==> src/sv/pdc_pkg.sv <==
// ----------------------------------------------------------------------------
// pdc_pkg
// Shared widths, codes, types and arithmetic helpers of the PD drive controller.
// ----------------------------------------------------------------------------
`default_nettype none

package pdc_pkg;

    localparam int POS_W      = 21;
    localparam int ERR_W      = 23;
    localparam int DIFF_W     = 24;
    localparam int SKEW_W     = 22;
    localparam int GAIN_W     = 16;
    localparam int TIME_W     = 16;
    localparam int CAP_W      = 7;
    localparam int POWER_W    = 8;
    localparam int IDX_W      = 3;
    localparam int CFG_DATA_W = 21;
    localparam int FRAC_W     = 8;
    localparam int PROD_W     = GAIN_W + 1 + DIFF_W;
    localparam int TERM_W     = PROD_W - FRAC_W;
    localparam int SUM_W      = TERM_W + 1;

    localparam logic [CAP_W-1:0] SPEED_CAP_RESET = 7'd127;
    localparam logic [CAP_W-1:0] POWER_LIMIT     = 7'd127;

    typedef enum logic [IDX_W-1:0] {
        REG_MODE,
        REG_TARGET,
        REG_TIMEOUT,
        REG_PROP_GAIN,
        REG_DERIV_GAIN,
        REG_SKEW_GAIN,
        REG_SPEED_CAP
    } reg_index_t;

    typedef enum logic {
        CMD_START  = 1'b0,
        CMD_SAMPLE = 1'b1
    } command_t;

    typedef enum logic {
        MODE_DRIVE = 1'b0,
        MODE_TURN  = 1'b1
    } mode_t;

    typedef enum logic [1:0] {
        KIND_START,
        KIND_TIMEOUT,
        KIND_RUN
    } kind_t;

    typedef struct packed {
        mode_t                    mode;
        logic signed [POS_W-1:0]  target;
        logic [TIME_W-1:0]        timeout_ms;
        logic [GAIN_W-1:0]        prop_gain;
        logic [GAIN_W-1:0]        deriv_gain;
        logic [GAIN_W-1:0]        skew_gain;
        logic [CAP_W-1:0]         speed_cap;
    } cfg_t;

    typedef struct packed {
        kind_t                    kind;
        logic signed [ERR_W-1:0]  error;
        logic signed [DIFF_W-1:0] diff;
        logic signed [SKEW_W-1:0] skew_diff;
    } stage_t;

    // q8.8 gain times signed value, divided by 256 rounding toward zero
    function automatic logic signed [TERM_W-1:0] q88_scale(
        input logic [GAIN_W-1:0]        gain,
        input logic signed [DIFF_W-1:0] x
    );
        logic signed [PROD_W-1:0] prod;
        logic signed [PROD_W-1:0] adj;
        prod = $signed({1'b0, gain}) * x;
        adj  = prod[PROD_W-1] ? prod + $signed(PROD_W'(255)) : prod;
        return adj[PROD_W-1:FRAC_W];
    endfunction

    // symmetric clamp to +/- lim
    function automatic logic signed [POWER_W-1:0] clamp_sym(
        input logic signed [SUM_W-1:0] x,
        input logic [CAP_W-1:0]        lim
    );
        logic signed [SUM_W-1:0] lim_s;
        logic signed [SUM_W-1:0] res;
        lim_s = $signed(SUM_W'(lim));
        if (x > lim_s)
        begin
            res = lim_s;
        end
        else if (x < -lim_s)
        begin
            res = -lim_s;
        end
        else
        begin
            res = x;
        end
        return res[POWER_W-1:0];
    endfunction

endpackage

`default_nettype wire

==> src/sv/pdc_sample_if.sv <==
// ----------------------------------------------------------------------------
// pdc_sample_if
// Input channel: command and encoder sample with valid/ready.
// ----------------------------------------------------------------------------
`default_nettype none

interface pdc_sample_if;
    logic                                valid;
    logic                                ready;
    logic                                command;
    logic signed [pdc_pkg::POS_W-1:0]    right_pos;
    logic signed [pdc_pkg::POS_W-1:0]    left_pos;
    logic signed [pdc_pkg::POS_W-1:0]    turn_pos;
    logic [pdc_pkg::TIME_W-1:0]          elapsed_ms;

    modport source (
        output valid, command, right_pos, left_pos, turn_pos, elapsed_ms,
        input  ready
    );
    modport sink (
        input  valid, command, right_pos, left_pos, turn_pos, elapsed_ms,
        output ready
    );
endinterface

`default_nettype wire

==> src/sv/pdc_error_stage.sv <==
// ----------------------------------------------------------------------------
// pdc_error_stage
// Takes a sample, forms the position error, its change and the side skew, keeps last error.
// ----------------------------------------------------------------------------
`default_nettype none

module pdc_error_stage (
    input  wire logic              clk,
    input  wire logic              rst_n,
    input  wire pdc_pkg::cfg_t     cfg,
    pdc_sample_if.sink             sample,
    input  wire logic              down_ready,
    output      logic              stage_valid,
    output      pdc_pkg::stage_t   stage_data
);

    localparam int POS_W  = pdc_pkg::POS_W;
    localparam int ERR_W  = pdc_pkg::ERR_W;
    localparam int DIFF_W = pdc_pkg::DIFF_W;
    localparam int SKEW_W = pdc_pkg::SKEW_W;

    logic                     valid_reg;
    logic                     valid_next;
    pdc_pkg::stage_t          data_reg;
    pdc_pkg::stage_t          data_next;
    logic signed [ERR_W-1:0]  last_error_reg;
    logic signed [ERR_W-1:0]  last_error_next;

    logic                     take;
    logic signed [POS_W:0]    r_ext;
    logic signed [POS_W:0]    l_ext;
    logic signed [POS_W:0]    abs_r;
    logic signed [POS_W:0]    abs_l;
    logic [POS_W+1:0]         abs_sum;
    logic signed [ERR_W-1:0]  measured;
    logic signed [ERR_W-1:0]  error;
    pdc_pkg::kind_t           kind;

    assign sample.ready = !valid_reg || down_ready;
    assign take         = sample.valid && sample.ready;

    always_comb
    begin
        r_ext   = (POS_W+1)'(sample.right_pos);
        l_ext   = (POS_W+1)'(sample.left_pos);
        abs_r   = r_ext[POS_W] ? -r_ext : r_ext;
        abs_l   = l_ext[POS_W] ? -l_ext : l_ext;
        abs_sum = {1'b0, abs_r} + {1'b0, abs_l};

        // drive mode averages the absolute side positions
        if (cfg.mode == pdc_pkg::MODE_DRIVE)
        begin
            measured = $signed(ERR_W'(abs_sum[POS_W+1:1]));
        end
        else
        begin
            measured = ERR_W'(sample.turn_pos);
        end
        error = ERR_W'(cfg.target) - measured;

        if (sample.command == pdc_pkg::CMD_START)
        begin
            kind = pdc_pkg::KIND_START;
        end
        else if (sample.elapsed_ms >= cfg.timeout_ms)
        begin
            kind = pdc_pkg::KIND_TIMEOUT;
        end
        else
        begin
            kind = pdc_pkg::KIND_RUN;
        end

        data_next.kind      = kind;
        data_next.error     = error;
        data_next.diff      = DIFF_W'(error) - DIFF_W'(last_error_reg);
        data_next.skew_diff = SKEW_W'(sample.right_pos) - SKEW_W'(sample.left_pos);

        last_error_next = last_error_reg;
        valid_next      = valid_reg;
        if (take)
        begin
            valid_next = 1'b1;
            case (kind)
                pdc_pkg::KIND_START:   last_error_next = '0;
                pdc_pkg::KIND_RUN:     last_error_next = error;
                pdc_pkg::KIND_TIMEOUT: last_error_next = last_error_reg;
                default:               last_error_next = last_error_reg;
            endcase
        end
        else if (down_ready)
        begin
            valid_next = 1'b0;
        end
    end

    always_ff @(posedge clk or negedge rst_n)
    begin
        if (!rst_n)
        begin
            valid_reg      <= 1'b0;
            last_error_reg <= '0;
        end
        else
        begin
            valid_reg      <= valid_next;
            last_error_reg <= last_error_next;
        end
    end

    always_ff @(posedge clk)
    begin
        if (take)
        begin
            data_reg <= data_next;
        end
    end

    assign stage_valid = valid_reg;
    assign stage_data  = data_reg;

endmodule

`default_nettype wire

==> src/flat_wrapper.sv <==
// flat-port wrapper written by rule: the top's interface ports become plain ports
module pdc_error_stage_flat 
  (clk, rst_n, cfg, down_ready, stage_valid, stage_data, sample_valid, sample_command, sample_right_pos, sample_left_pos, sample_turn_pos, sample_elapsed_ms, sample_ready);
  pdc_sample_if sample_i ();
  input  wire logic clk;
  input  wire logic rst_n;
  input  wire pdc_pkg::cfg_t cfg;
  input  wire logic down_ready;
  output      logic stage_valid;
  output      pdc_pkg::stage_t stage_data;
  input wire logic [$bits(sample_i.valid)-1:0] sample_valid;
  input wire logic [$bits(sample_i.command)-1:0] sample_command;
  input wire logic [$bits(sample_i.right_pos)-1:0] sample_right_pos;
  input wire logic [$bits(sample_i.left_pos)-1:0] sample_left_pos;
  input wire logic [$bits(sample_i.turn_pos)-1:0] sample_turn_pos;
  input wire logic [$bits(sample_i.elapsed_ms)-1:0] sample_elapsed_ms;
  output wire logic [$bits(sample_i.ready)-1:0] sample_ready;
  assign sample_i.valid = sample_valid;
  assign sample_i.command = sample_command;
  assign sample_i.right_pos = sample_right_pos;
  assign sample_i.left_pos = sample_left_pos;
  assign sample_i.turn_pos = sample_turn_pos;
  assign sample_i.elapsed_ms = sample_elapsed_ms;
  assign sample_ready = sample_i.ready;
  pdc_error_stage u_core (.clk(clk), .rst_n(rst_n), .cfg(cfg), .sample(sample_i), .down_ready(down_ready), .stage_valid(stage_valid), .stage_data(stage_data));
endmodule
==> config.mk <==
export PLATFORM = sky130hd
export DESIGN_NAME = pdc_error_stage_flat
export DESIGN_NICKNAME = d
export VERILOG_FILES = /design/src/sv/pdc_pkg.sv /design/src/sv/pdc_sample_if.sv /design/src/sv/pdc_error_stage.sv /design/src/flat_wrapper.sv
export SDC_FILE = /design/constraint.sdc
export NUM_CORES = 1
export LEC_CHECK = 0
export BUFFER_PORTS_ARGS = -buffer_cell sky130_fd_sc_hd__buf_2
export CAP_MARGIN = 15
export CORE_ASPECT_RATIO = 0.7
export CORE_UTILIZATION = 54
export DETAILED_ROUTE_END_ITERATION = 8
export GPL_ROUTABILITY_DRIVEN = 1
export GPL_TIMING_DRIVEN = 0
export PLACE_DENSITY = 0.87
export SYNTH_ARGS = -nofsm -noshare
export SYNTH_HDL_FRONTEND = slang
export SYNTH_SLANG_ARGS = --single-unit
==> constraint.sdc <==
create_clock -name clk -period 3.4 [get_ports clk]
set_clock_uncertainty 0.1 [all_clocks]
set_input_delay 0.68 -clock clk [delete_from_list [all_inputs] [get_ports clk]]
set_output_delay 0.68 -clock clk [all_outputs]
set_load 0.03 [all_outputs]
# Yosys cells after proc, flatten, opt, wreduce, memory -nomap -nowiden
# Cells that the tools add are included.
# totals
register_bits	95
in_bits	177
wordCells	29
# op_classes
n_addsub	6
n_lt_le_gt_ge	1
n_eq_ne	1
n_mux	8
reduce_logical	7
# op_table
operator	n
$pmux 23 s2	1
$mux 22	2
$neg 21->22	2
$sub 23x23->24	1
$add 22x22->23	1
$mux 23	1
$sub 21x23->23	1
$sub 21x21->22	1
$ge 16x16->1	1
$mux 2	2
$reduce_bool 2->1	2
$eq 2x2->1 const B	1
$logic_not 2->1	1
$mux 1	2
$reduce_and 2->1	1
$logic_and 1x1->1	1
$logic_not 1->1	1
$logic_or 1x1->1	1

# Depth between registers and ports, before layout
# depth
word_depth	6
ltp_mapped	29

# Worst setup path after synthesis
# Ideal clock, no wire load.
# synth_timing
kind	input-to-reg
from	input port sample_right_pos[20]
to	register u_core.data_reg, in the netlist u_core.stage_data[44] (data pin)
setup_time_ns	0.271
t_arrival_ns	5.987
path_slack_ns	-2.958
path_stages	25
path_buffers	3
path_cell_list	clkbuf_1 -> clkbuf_1 -> o21ai_0 -> fa_1 -> a211oi_1 -> o21ai_1 -> a41oi_2 -> o21bai_1 -> a21oi_1 -> xnor2_1 -> mux2i_1 -> ha_1 -> nand3_1 -> o211ai_1 -> o21bai_1 -> a31oi_1 -> o311ai_1 -> ha_1 -> clkbuf_1 -> a21oi_1 -> o211a_1 -> a22oi_2 -> a311oi_2 -> mux2i_1 -> o2111ai_1
# synth_rtl
element	line_no	source
start: declaration	flat_wrapper.sv:13	input wire logic [$bits(sample_i.right_pos)-1:0] sample_right_pos;
end signal: assignment	pdc_error_stage.sv:115	data_reg <= data_next;
end: declaration	pdc_error_stage.sv:24	pdc_pkg::stage_t data_reg;

==> flow_summary.toml <==
[outcome]
outcome = "finished, violations left"
violations = "negative setup slack"

[pwr]
clock_power_share = 0.102
switching_share = 0.457
power.total_uw = 10900
p_leak_uw = 0.00566
p_switching_uw = 5000
p_per_area_nw_per_um2 = 824
pwr-share-comb = 0.727
p_int_uw = 5940
seqPwrFrac = 0.172
ir_drop_v = 0.000797

[route]
firstDrtPassIters = 6
totalWireLength_um = 33800
dr_total_vias = 9863
route.detailed.drc = 0
postRouteAntennaNets = 0
wire_per_inst_um = 22.0
drt-vias-per-instance = 6.43
drt-initial-drc-count = 1111

[sta]
max_freq_ghz = 0.161
hold_viol = 0
finalCritPeriodShare = 1.83
tns_ps = -86480
slew_viol_final = 0
tightest_slew_ps = 904
slew_headroom = 0.398
min_period_ps = 6230
setup_ws_ps = -2830
setup_viol = 61
grt_setup_unrepaired = "yes"

[logic_synthesis]
synthArstFlopShare = 0.253
synth-seq-cells = 95
synth_area_um2 = 9020
ys_seq_area_frac = 0.303
synth-edff-count = 71
ys.flop_type = "edfxtp_1"
synth.avg_cell_area_um2 = 9.12
ys.warnings.count = 0
synthCells = 989
synth_cell_types = 74

[placement]
place.gp.congestion = 0.910
io_buffers = 192
place_area_um2 = 10800
dp_hpwl_um = 19800

[flow_run]
cap_violations = 0

[cts]
cts_max_level = 3
hold_buffers = 0
clock-sinks = 95
cts_buffers = 9
clkLatencyLatePin_ps = 360
cts_tree = "yes"
clock_path_buffers = 2
path_clk_slew_ps = 70
cts_root_buffer = "clkbuf_16"

[final_layout]
area_growth_pct = 47.4
layout-drive-gt1-share = 0.435
fin_area_um2 = 13300
final_cell_mix = "buf_2, buf_4, inv_1"
nNetsFinal = 1589
largest_reg_flops = 71
fin_util = 0.815
layout_commonest_cell = "buf_2"
fillers = 890

[hold_path]
hp-class = "primary input to async pin"

[setup_path]
r2r-start = "u_core.last_error_reg[0]"
reg2reg_depth = 10
path_max_fanout = 5
cp.required_ps = 3500
rr_endpoint = "u_core.stage_data[44]"
start_kind = "primary input"
crit_path_end_kind = "flop"
rrSetupSlack_ps = 350
worst_ep_arrival_time_ps = 6330
crit_type = "primary input to flop"

[global_route]
antenna_found_initial = 5
grt_pass1_wl_um = 43800
track_usage = 0.327
overflow = 0
grt_max_degree = 41
grt_pass1_vias = 8741

[floorplanning]
initial_core_util = 0.553
core_area_um2 = 16300
num_io_pins = 250
rows = 39
die-area_um2 = 17200
die_y_um = 110
die_x_um = 156
-- power by group through the flow --
| stage | clock network, uW | logic, uW | registers [uW] |
|---|---|---|---|
| floorplan | 0 | 3420 | 2360 |
| global placement | 0 | 4850 | 1870 |
| detailed placement | 0 | 4970 | 1880 |
| CTS | 1100 | 6240 | 1860 |
| global route | 1150 | 8290 | 1900 |
| finish | 1110 | 7950 | 1880 |
-- layer usage --
layer / part of all wire / track usage / routed length [um] / up-vias
met5: 0.00080 / 0 / 27 / -
met4: 0.046 / 0.115 / 1540 / 4
met3: 0.11 / 0.0700 / 3580 / 173
met2: 0.45 / 0.539 / 15400 / 716
met1: 0.39 / 0.427 / 13300 / 4659
li1: - / - / - / 4311
-- synth_stat cells, drive strengths merged (4+ instances only) --
cell type  number  area (um2)
a21boi          4        30.0
a21o           24         180
xnor2          79         692
nand3          14        70.1
o2111ai         4        35.0
and3            8        50.1
o21a           20         150
nor4           10        77.6
a2111o          4        45.0
nor2b          13        81.3
buf             6        28.8
o31a            7        61.3
ha            106        1330
dfrtp          24         601
nor3           20         100
o31ai          12         104
o21ai          63         319
a211oi         11        87.6
or3             9        61.3
o311a           4        40.0
xor2           25         219
nand2          65         244
mux2i          12         120
nand4          13        81.3
o211ai         17         128
a2111oi         4        53.8
a22o           21         184
a31oi          10        62.6
edfxtp         71        2130
a21oi          81         405
clkbuf         18        67.6
nand2b         19         119
a221oi          4        58.8
inv            87         327
o21bai          9        67.6
o41ai           4        35.0
fa              4        80.1
nor2           49         184
-- worst max-delay path by stage --
| stage | depth (start not counted) | slack [ps] | end | startpoint |
|---|---|---|---|---|
| 2_1_floorplan | 26 | -2530 | u_core.stage_data[44] | sample_left_pos[2] |
| 6_report | 28 | -2830 | u_core.stage_data[45] | sample_left_pos[3] |
| 3_3_place_gp | 26 | -3390 | u_core.stage_data[44] | sample_right_pos[9] |
| 5_1_grt | 27 | -3040 | u_core.stage_data[42] | sample_right_pos[2] |
| 4_1_cts | 26 | -2510 | u_core.stage_data[44] | sample_right_pos[2] |
| 3_5_place_dp | 27 | -3420 | u_core.stage_data[44] | sample_left_pos[2] |
-- critical path, stage by stage --
cell       delay, ps
buf_4            140
nor4_4           340
nand2_2          130
o21ai_0          240
xnor2_1          160
ha_2             340
a21oi_1          200
nand2_1          120
a41oi_2          220
o21bai_1          90
a21oi_1          180
xnor2_1          170
mux2i_1          120
ha_2             460
nand3_4          110
o211ai_1         270
buf_4            180
a32oi_2          130
a21oi_2          260
xor2_2           210
ha_2             310
a21o_1           170
a21o_1           180
a21oi_2          190
o21ai_2           80
a2111oi_2        360
a21oi_1           80
a41oi_1          180
-- cell type report --
type                    count  area (um2)  share of cell area
multi-input cells         784        7420               0.558
flip-flops and latches     95        2730               0.206
repair buffers            311        2070               0.155
inverters                  87         352              0.0265
well taps                 225         282              0.0212
clock buffers              11         243              0.0183
plain buffers              14         126             0.00951
clock inverters             5        62.6             0.00471
diodes                      2        5.00            0.000377
-- through the flow --
step / cells / setup slack [ps] / hold slack [ps]
after floorplan: 990 / -2530 / 284
after global placement: 1407 / -3390 / 370
after detailed placement: 1408 / -3420 / 379
after CTS: 1495 / -2510 / 214
after global routing: 1533 / -3040 / 286
final: 1534 / -2830 / 222
-- kinds of logic after synthesis --
family / after synthesis / share of synthesized area
muxes: 13 / 0.0146
AOI/OAI and AO/OA: 324 / 0.251
DFF: 95 / 0.303
xor gates and xnor gates: 104 / 0.101
and+or+nand+nor: 231 / 0.127
adders and majority gates: 110 / 0.156
other: 1 / 0.000416
buffers and inverters: 111 / 0.0469
-- repair_timing --
action / 4_1_cts / 5_1_grt
buffers inserted: 78 / 44
resized for setup: 148 / 141
pin swaps: 119 / 77
endpoints found under the hold margin: 0 / 0
setup endpoints to repair: 59 / 62
Note: power is estimated with default switching activity, not from simulation.
