File: src/sv/pdc_pkg.sv
// ----------------------------------------------------------------------------
// pdc_pkg
// Shared widths, codes, types and arithmetic helpers of the PD drive controller.
// ----------------------------------------------------------------------------
`default_nettype none

package pdc_pkg;

    localparam int POS_W      = 21;
    localparam int ERR_W      = 23;
    localparam int DIFF_W     = 24;
    localparam int SKEW_W     = 22;
    localparam int GAIN_W     = 16;
    localparam int TIME_W     = 16;
    localparam int CAP_W      = 7;
    localparam int POWER_W    = 8;
    localparam int IDX_W      = 3;
    localparam int CFG_DATA_W = 21;
    localparam int FRAC_W     = 8;
    localparam int PROD_W     = GAIN_W + 1 + DIFF_W;
    localparam int TERM_W     = PROD_W - FRAC_W;
    localparam int SUM_W      = TERM_W + 1;

    localparam logic [CAP_W-1:0] SPEED_CAP_RESET = 7'd127;
    localparam logic [CAP_W-1:0] POWER_LIMIT     = 7'd127;

    typedef enum logic [IDX_W-1:0] {
        REG_MODE,
        REG_TARGET,
        REG_TIMEOUT,
        REG_PROP_GAIN,
        REG_DERIV_GAIN,
        REG_SKEW_GAIN,
        REG_SPEED_CAP
    } reg_index_t;

    typedef enum logic {
        CMD_START  = 1'b0,
        CMD_SAMPLE = 1'b1
    } command_t;

    typedef enum logic {
        MODE_DRIVE = 1'b0,
        MODE_TURN  = 1'b1
    } mode_t;

    typedef enum logic [1:0] {
        KIND_START,
        KIND_TIMEOUT,
        KIND_RUN
    } kind_t;

    typedef struct packed {
        mode_t                    mode;
        logic signed [POS_W-1:0]  target;
        logic [TIME_W-1:0]        timeout_ms;
        logic [GAIN_W-1:0]        prop_gain;
        logic [GAIN_W-1:0]        deriv_gain;
        logic [GAIN_W-1:0]        skew_gain;
        logic [CAP_W-1:0]         speed_cap;
    } cfg_t;

    typedef struct packed {
        kind_t                    kind;
        logic signed [ERR_W-1:0]  error;
        logic signed [DIFF_W-1:0] diff;
        logic signed [SKEW_W-1:0] skew_diff;
    } stage_t;

    // q8.8 gain times signed value, divided by 256 rounding toward zero
    function automatic logic signed [TERM_W-1:0] q88_scale(
        input logic [GAIN_W-1:0]        gain,
        input logic signed [DIFF_W-1:0] x
    );
        logic signed [PROD_W-1:0] prod;
        logic signed [PROD_W-1:0] adj;
        prod = $signed({1'b0, gain}) * x;
        adj  = prod[PROD_W-1] ? prod + $signed(PROD_W'(255)) : prod;
        return adj[PROD_W-1:FRAC_W];
    endfunction

    // symmetric clamp to +/- lim
    function automatic logic signed [POWER_W-1:0] clamp_sym(
        input logic signed [SUM_W-1:0] x,
        input logic [CAP_W-1:0]        lim
    );
        logic signed [SUM_W-1:0] lim_s;
        logic signed [SUM_W-1:0] res;
        lim_s = $signed(SUM_W'(lim));
        if (x > lim_s)
        begin
            res = lim_s;
        end
        else if (x < -lim_s)
        begin
            res = -lim_s;
        end
        else
        begin
            res = x;
        end
        return res[POWER_W-1:0];
    endfunction

endpackage

`default_nettype wire

File: src/sv/pdc_cfg_regs.sv
// ----------------------------------------------------------------------------
// pdc_cfg_regs
// Configuration register file written through the plain write port.
// ----------------------------------------------------------------------------
`default_nettype none

module pdc_cfg_regs (
    input  wire logic                                clk,
    input  wire logic                                rst_n,
    input  wire logic                                cfg_we,
    input  wire logic [pdc_pkg::IDX_W-1:0]           cfg_index,
    input  wire logic [pdc_pkg::CFG_DATA_W-1:0]      cfg_data,
    output      pdc_pkg::cfg_t                       cfg
);

    pdc_pkg::cfg_t cfg_reg;
    pdc_pkg::cfg_t cfg_next;

    always_comb
    begin
        cfg_next = cfg_reg;
        if (cfg_we)
        begin
            case (cfg_index)
                pdc_pkg::REG_MODE:
                    cfg_next.mode = pdc_pkg::mode_t'(cfg_data[0]);
                pdc_pkg::REG_TARGET:
                    cfg_next.target = $signed(cfg_data[pdc_pkg::POS_W-1:0]);
                pdc_pkg::REG_TIMEOUT:
                    cfg_next.timeout_ms = cfg_data[pdc_pkg::TIME_W-1:0];
                pdc_pkg::REG_PROP_GAIN:
                    cfg_next.prop_gain = cfg_data[pdc_pkg::GAIN_W-1:0];
                pdc_pkg::REG_DERIV_GAIN:
                    cfg_next.deriv_gain = cfg_data[pdc_pkg::GAIN_W-1:0];
                pdc_pkg::REG_SKEW_GAIN:
                    cfg_next.skew_gain = cfg_data[pdc_pkg::GAIN_W-1:0];
                pdc_pkg::REG_SPEED_CAP:
                    cfg_next.speed_cap = cfg_data[pdc_pkg::CAP_W-1:0];
                default:
                    cfg_next = cfg_reg;
            endcase
        end
    end

    always_ff @(posedge clk or negedge rst_n)
    begin
        if (!rst_n)
        begin
            cfg_reg.mode       <= pdc_pkg::MODE_DRIVE;
            cfg_reg.target     <= '0;
            cfg_reg.timeout_ms <= '0;
            cfg_reg.prop_gain  <= '0;
            cfg_reg.deriv_gain <= '0;
            cfg_reg.skew_gain  <= '0;
            cfg_reg.speed_cap  <= pdc_pkg::SPEED_CAP_RESET;
        end
        else
        begin
            cfg_reg <= cfg_next;
        end
    end

    assign cfg = cfg_reg;

endmodule

`default_nettype wire

File: config.mk
export PLATFORM = sky130hd
export DESIGN_NAME = pdc_cfg_regs
export DESIGN_NICKNAME = d
export VERILOG_FILES = /design/src/sv/pdc_pkg.sv /design/src/sv/pdc_cfg_regs.sv
export SDC_FILE = /design/constraint.sdc
export NUM_CORES = 1
export LEC_CHECK = 0
export BUFFER_PORTS_ARGS = -buffer_cell sky130_fd_sc_hd__buf_2
export CAP_MARGIN = 0
export CORE_MARGIN = 3
export CORE_UTILIZATION = 50
export CTS_CLUSTER_SIZE = 25
export DETAILED_ROUTE_END_ITERATION = 8
export PLACE_DENSITY_LB_ADDON = 0.05
export SLEW_MARGIN = 5
export SYNTH_ARGS = -nofsm -noshare
export SYNTH_HDL_FRONTEND = slang
export SYNTH_SLANG_ARGS = --single-unit
File: constraint.sdc
create_clock -name clk -period 1.43 [get_ports clk]
set_input_delay 0.286 -clock clk [delete_from_list [all_inputs] [get_ports clk]]
set_output_delay 0.286 -clock clk [all_outputs]
set_load 0.1 [all_outputs]
# Word-level counts from Yosys, hierarchy flattened
# Index checks and enable logic that the tools add are counted.
[op_classes]
n_eq_ne = 6
reduce_logical = 8
[op_table]
columns = ["op", "count"]
rows = [
  ["2-bit AND reduction", 7],
  ["3-bit == test, second input constant", 3],
  ["3-bit by 2-bit == test with 1-bit output, second input constant", 2],
  ["3-bit by 1-bit == test with 1-bit output, second input constant", 1],
  ["3-bit logical NOT", 1],
]
[word_totals]
out_inout_bits = 93
register_bits = 93
word_cells = 21
inputBits = 27

# Depth between registers and ports, before layout
# Gate-level depths: netlist (run 1).
[depth]
ltp_word = 2
mapped_depth = 5
depth_no_buf = 2

# Worst setup path before layout (run 1)
# No wires, ideal clock.
[synth_path]
path_kind = "input to register"
start = "in cfg_we"
end = "reg cfg_reg (netlist bit cfg[28])"
path_stages = 5
t_arrival_ns = 1.203
path_slack_ns = 0.100
t_required_ns = 1.304
path_cell_list = "buf_2 and4bb_1 buf_6 buf_6 mux2_4"
[synth_between]
elab_chain_len = 1
[synth_lines]
columns = ["item", "line_no", "text"]
rows = [
  ["from (decl)", "pdc_cfg_regs.sv:10", "input wire logic cfg_we,"],
  ["2-bit AND reduction (no line)", "n/a", ""],
  ["to (signal assigned)", "pdc_cfg_regs.sv:59", "cfg_reg <= cfg_next;"],
  ["to (decl)", "pdc_cfg_regs.sv:16", "pdc_pkg::cfg_t cfg_reg;"],
]
# No other way between the ends.
# A chain may end at the register's enable or synchronous reset.

# Worst setup path after layout (run 1)
[layout_path]
start = "reg cfg_reg (netlist bit cfg[43])"
end = "out cfg[43] (netlist bit)"
[layout_lines]
columns = ["item", "line_no", "text"]
rows = [
  ["to (decl)", "pdc_cfg_regs.sv:13", "output pdc_pkg::cfg_t cfg"],
]
# No word-level cell between the ends.

==> run_results.csv, run 1 <==
group,metric,value,unit
critical_path,reg2reg_depth,1,
die,die_h,91.13,microns
critical_path,crit_path_max_incr_delay,430,ps
logic_synthesis,synthTopCellsByArea,"dfrtp_1 59%, mux2_2 23%, mux2_4 8.3%, dfstp_2 5.1%, buf_6 1.2%",
route,drc,0,
cts,cts_made_buffers,9,
timing,setup_viol_count_final,0,
timing,finalSetupTns,0,ps
global_route,grt_overflow,0,
place,gp_congestion,0.7504,
run,drv_cap,0,
cts,cts_sinks,93,
die,fp.dieW,91.13,microns
critical_path,cp_max_fo,2,
logic_synthesis,ys_warn_count,0,
cts,clk_pin_slew,90,ps
cts,insertion_delay,350,ps
critical_path,endpoint_kind,"output port",
die,ios,120,
cts,postCtsSetupBuffers,0,
cells_and_area,layout_commonest_cell,"dfrtp_1",
route,drt_iter0_drc,41,
route,first_pass_iters,4,
cts,cts_max_level,3,
route,vias_per_cell,5.067,
cells_and_area,fin_area,4984,sq um
logic_synthesis,syn_inst,202,
place,place.port_buffers,119,
cts,clockBufferDepth,2,
critical_path,cp-start-kind,"register",
critical_path,endpoint,"cfg[43]",
cells_and_area,areaGrowthSynthToFinish,37.53,%
critical_path,path_buf_inv,1,
critical_path,critPathTopFamily,"buffers and inverters",
timing,slew_headroom,67.42,%
die,rows,30,
route,routed_wl,7796,microns
critical_path,r2r_end,"cfg[37]$_DFFE_PN0P_",
global_route,grt_first_pass_wirelength,12580,microns
global_route,grt_pass1_vias,2267,
die,initial_core_util,52.46,%
cells_and_area,largest_reg_flops,93,
global_route,antenna_found_initial,0,
critical_path,cp-startpoint,"cfg[43]$_DFFE_PN0P_",
logic_synthesis,syn_nets,229,
critical_path,required,1140,ps
worst_hold_path,hold_start,"cfg_data[18]",
route,ant_nets,0,
cells_and_area,drive_gt1_share,72.94,%
critical_path,path_depth,1,
logic_synthesis,ys_seq_area_share,64.47,%
critical_path,crit_chain,"buf_2",
critical_path,crit_path_top_delay_cell,"buf_2",
timing,drv_slew,0,
critical_path,critical_path_class,"reg -> out",
worst_hold_path,hold_class,"in -> reg",
timing,hold_viol_final,0,
cells_and_area,antennaDiodeCount,0,
global_route,grt_max_degree,42,
critical_path,cp.arrival,1120,ps
logic_synthesis,synth_top_area_cell,"dfrtp_1",
status,status,"completed",
critical_path,reg2reg_slack,620,ps
logic_synthesis,yosys_register_bits,93,
cts,cts_tree,"built",
timing,finalCriticalPeriod,1406,ps
timing,rsz0062_at_grt,"no",
logic_synthesis,netlist_area,3623,sq um
timing,min_period_over_period,98.31,%
die,core-area,6907,sq um
critical_path,r2r_start,"cfg[37]$_DFFE_PN0P_",
timing,max_freq,711.3,MHz
cells_and_area,final_cell_mix,"86 x dfrtp_1, 73 x mux2_2, 51 x buf_4, 34 x clkbuf_4, 27 x buf_2",
logic_synthesis,avgSynthCellArea,17.94,sq um
die,dieArea,8305,sq um
logic_synthesis,yosysUniqueCellTypes,12,
route,vias,2209,
place,placed_cell_area,4592,sq um
cells_and_area,nNetsFinal,362,
route,wl_per_cell,17.88,microns
place,dp_hpwl,5348,microns
cts,root_buffer,"clkbuf_8",
timing,tightestPinTransition,492.1,ps
timing,final.setup_skew,0,ps
global_route,grt_usage,19.54,%
logic_synthesis,synthDominantCellAreaShare,59.39,%
-- layer usage --
| layer | GRT usage [%] | vias up | wire (microns) |
|---|---|---|---|
| met3 | 4.888 | 9 | 451 |
| met4 | 6.407 | 0 | 101 |
| met5 | 0 | - | 0 |
| li1 | - | 992 | - |
| met2 | 30.17 | 74 | 3620 |
| met1 | 27.21 | 1134 | 3623 |
-- synth_stat cells --
library cell,count
dfstp_2,7
mux2_4,20
and4bb_1,2
buf_4,4
dfrtp_1,86
nand4b_2,2
and4bb_2,1
buf_2,1
nand4b_1,1
nor4b_1,1
mux2_2,73
buf_6,4
-- cell families (layout without fill, tap and decap cells) --
kind of cell	count (synthesis)	in the layout	synth area share, %
DFF	93	93	64.47
buffers and inverters	9	147	2.210
muxes	93	93	30.97
and+or+nand+nor	7	7	2.348
-- worst min-delay path by stage --
stage | endpoint | cells past startpoint
2_1_floorplan | cfg[10]$_DFFE_PN0P_ | 0
3_3_place_gp | cfg[67]$_DFFE_PN0P_ | 1
3_5_place_dp | cfg[51]$_DFFE_PN0P_ | 1
4_1_cts | cfg[89]$_DFFE_PN0P_ | 2
5_1_grt | cfg[89]$_DFFE_PN0P_ | 2
6_report | cfg[89]$_DFFE_PN0P_ | 2
-- area by class of cell --
type                            instances  area, sq um
Sequential cell                        93         2336
Fill cell                             512         1923
Multi-Input combinational cell        100         1207
Timing Repair Buffer                  131         1144
Clock buffer                           11        141.4
Tap cell                               96        120.1
Clock inverter                          5        35.03
-- through the flow --
step                      util, %  std cells  hold WS, ps  setup slack (ps)
after floorplan                 -        202       -9.591             100.4
after global placement      66.49        419        179.0             19.99
after detailed placement    66.49        419        179.0            -1.184
after CTS                   70.92        436        145.2           0.01243
after global routing        72.16        436        148.3             1.327
final                       72.16        436        163.4             24.18
-- timing repair --
| item | 4_1_cts | 5_1_grt |
|---|---|---|
| endpoints found under the hold margin | 12 | 0 |
| pin swaps | 0 | 0 |
| resized for setup | 48 | 34 |
| hold buffers | 1 | 0 |
| setup endpoints to repair | 48 | 34 |
Power of run 1 is left out: the tool's default activity adds up to more than one toggle a clock period on the data nets, which glitch-free logic cannot reach.
==> run 2: changes to the inputs <==
HOLD_SLACK_MARGIN = 0.1   (was default)
PLACE_DENSITY_LB_ADDON = 0.2   (was 0.05)
==> run_results.csv, run 2 (same netlist as run 1, synthesis figures left out) <==
group,metric,value,unit
cells_and_area,nNetsFinal,363,
cts,cts_made_buffers,9,
critical_path,cp-start-kind,"register",
critical_path,r2r_start,"cfg[36]$_DFFE_PN0P_",
critical_path,cp-startpoint,"cfg[18]$_DFFE_PN0P_",
critical_path,endpoint_kind,"output port",
die,fp.dieW,91.13,microns
timing,setup_viol_count_final,0,
cts,postCtsSetupBuffers,0,
route,routed_wl,8002,microns
route,first_pass_iters,4,
critical_path,cp_max_fo,2,
timing,tightestPinTransition,486.9,ps
global_route,grt_usage,20.49,%
critical_path,reg2reg_slack,640,ps
cells_and_area,antennaDiodeCount,0,
status,status,"completed",
cts,insertion_delay,340,ps
critical_path,required,1140,ps
global_route,grt_pass1_vias,2452,
timing,min_period_over_period,97.43,%
die,die_h,91.13,microns
critical_path,path_depth,1,
route,wl_per_cell,18.31,microns
global_route,grt_first_pass_wirelength,13120,microns
critical_path,endpoint,"cfg[18]",
run,drv_cap,0,
critical_path,critical_path_class,"reg -> out",
cts,root_buffer,"clkbuf_8",
critical_path,crit_path_max_incr_delay,420,ps
cts,cts_sinks,93,
global_route,grt_overflow,0,
timing,hold_viol_final,0,
route,vias_per_cell,5.085,
critical_path,crit_chain,"buf_2",
route,ant_nets,0,
die,initial_core_util,52.46,%
route,vias,2222,
global_route,antenna_found_initial,0,
route,drc,0,
place,gp_congestion,0.7426,
critical_path,reg2reg_depth,1,
cells_and_area,final_cell_mix,"86 x dfrtp_1, 73 x mux2_2, 47 x clkbuf_4, 44 x buf_4, 28 x buf_2",
cells_and_area,layout_commonest_cell,"dfrtp_1",
cts,cts_tree,"built",
cts,clk_pin_slew,90,ps
critical_path,path_buf_inv,1,
critical_path,r2r_end,"cfg[36]$_DFFE_PN0P_",
place,dp_hpwl,5867,microns
critical_path,critPathTopFamily,"buffers and inverters",
cells_and_area,drive_gt1_share,72.73,%
timing,max_freq,717.8,MHz
die,ios,120,
critical_path,cp.arrival,1110,ps
die,dieArea,8305,sq um
cells_and_area,largest_reg_flops,93,
timing,finalSetupTns,0,ps
die,core-area,6907,sq um
timing,finalCriticalPeriod,1393,ps
global_route,grt_max_degree,31,
die,rows,30,
critical_path,crit_path_top_delay_cell,"buf_2",
cells_and_area,areaGrowthSynthToFinish,37.36,%
cts,clockBufferDepth,2,
timing,slew_headroom,67.76,%
timing,final.setup_skew,0,ps
place,place.port_buffers,119,
route,drt_iter0_drc,45,
cts,cts_max_level,3,
worst_hold_path,hold_class,"in -> reg",
timing,drv_slew,0,
timing,rsz0062_at_grt,"no",
## run 2: changes by cell type in the layout (fill, tap and decap cells not counted), moves of 3 or more
cell       previous run  this run
clkbuf_4             34        47
buf_4                51        44
buf_12               18        12
bufinv_16             0         3
## run 2: per-layer routing
| layer | share of wire [%] | wire length [microns] | GRT usage (%) |
|---|---|---|---|
| met1 | 41 | 3265 | 26.05 |
| met3 | 5.8 | 464 | 4.640 |
| met2 | 52 | 4163 | 34.46 |
| met4 | 1.4 | 109 | 7.286 |
| met5 | 0 | 0 | 0 |
## run 2: timing repair
action,in CTS,in global routing
resized for setup,36,47
hold buffers,1,0
endpoints found under the hold margin,17,0
endpoints found under the setup margin,36,47
pin swaps,0,0
## run 2: area by class of cell
cell class                      instances  area, sq um
Clock buffer                           12        145.1
Tap cell                               96        120.1
Fill cell                             486         1929
Clock inverter                          4        95.09
Timing Repair Buffer                  132         1074
Sequential cell                        93         2336
Multi-Input combinational cell        100         1207
## run 2: per-stage QoR
step                hold slack, ps  cell area (sq um)  setup WS, ps  util (%)  cells
finish                       173.3               4977         36.81     72.07    437
global placement             228.3               4519         17.81     65.43    420
global route                 161.0               4977         1.646     72.07    437
floorplan                   -9.591               3623         100.4         -    202
CTS                          155.9               4860        0.3332     70.36    437
detailed placement           228.1               4519         7.533     65.43    420
## run 2: how the worst min path moves through the flow
stage	cells after the start	start	slack (ps)	to
4_1_cts	2	cfg_data[18]	160	cfg[89]$_DFFE_PN0P_
5_1_grt	2	cfg_data[19]	160	cfg[90]$_DFFE_PN0P_
6_report	2	cfg_data[18]	170	cfg[89]$_DFFE_PN0P_
3_5_place_dp	1	rst_n	230	cfg[53]$_DFFE_PN0P_
2_1_floorplan	0	rst_n	-10	cfg[10]$_DFFE_PN0P_
3_3_place_gp	1	rst_n	230	cfg[21]$_DFFE_PN0P_
Power of run 2 is left out for the same reason.
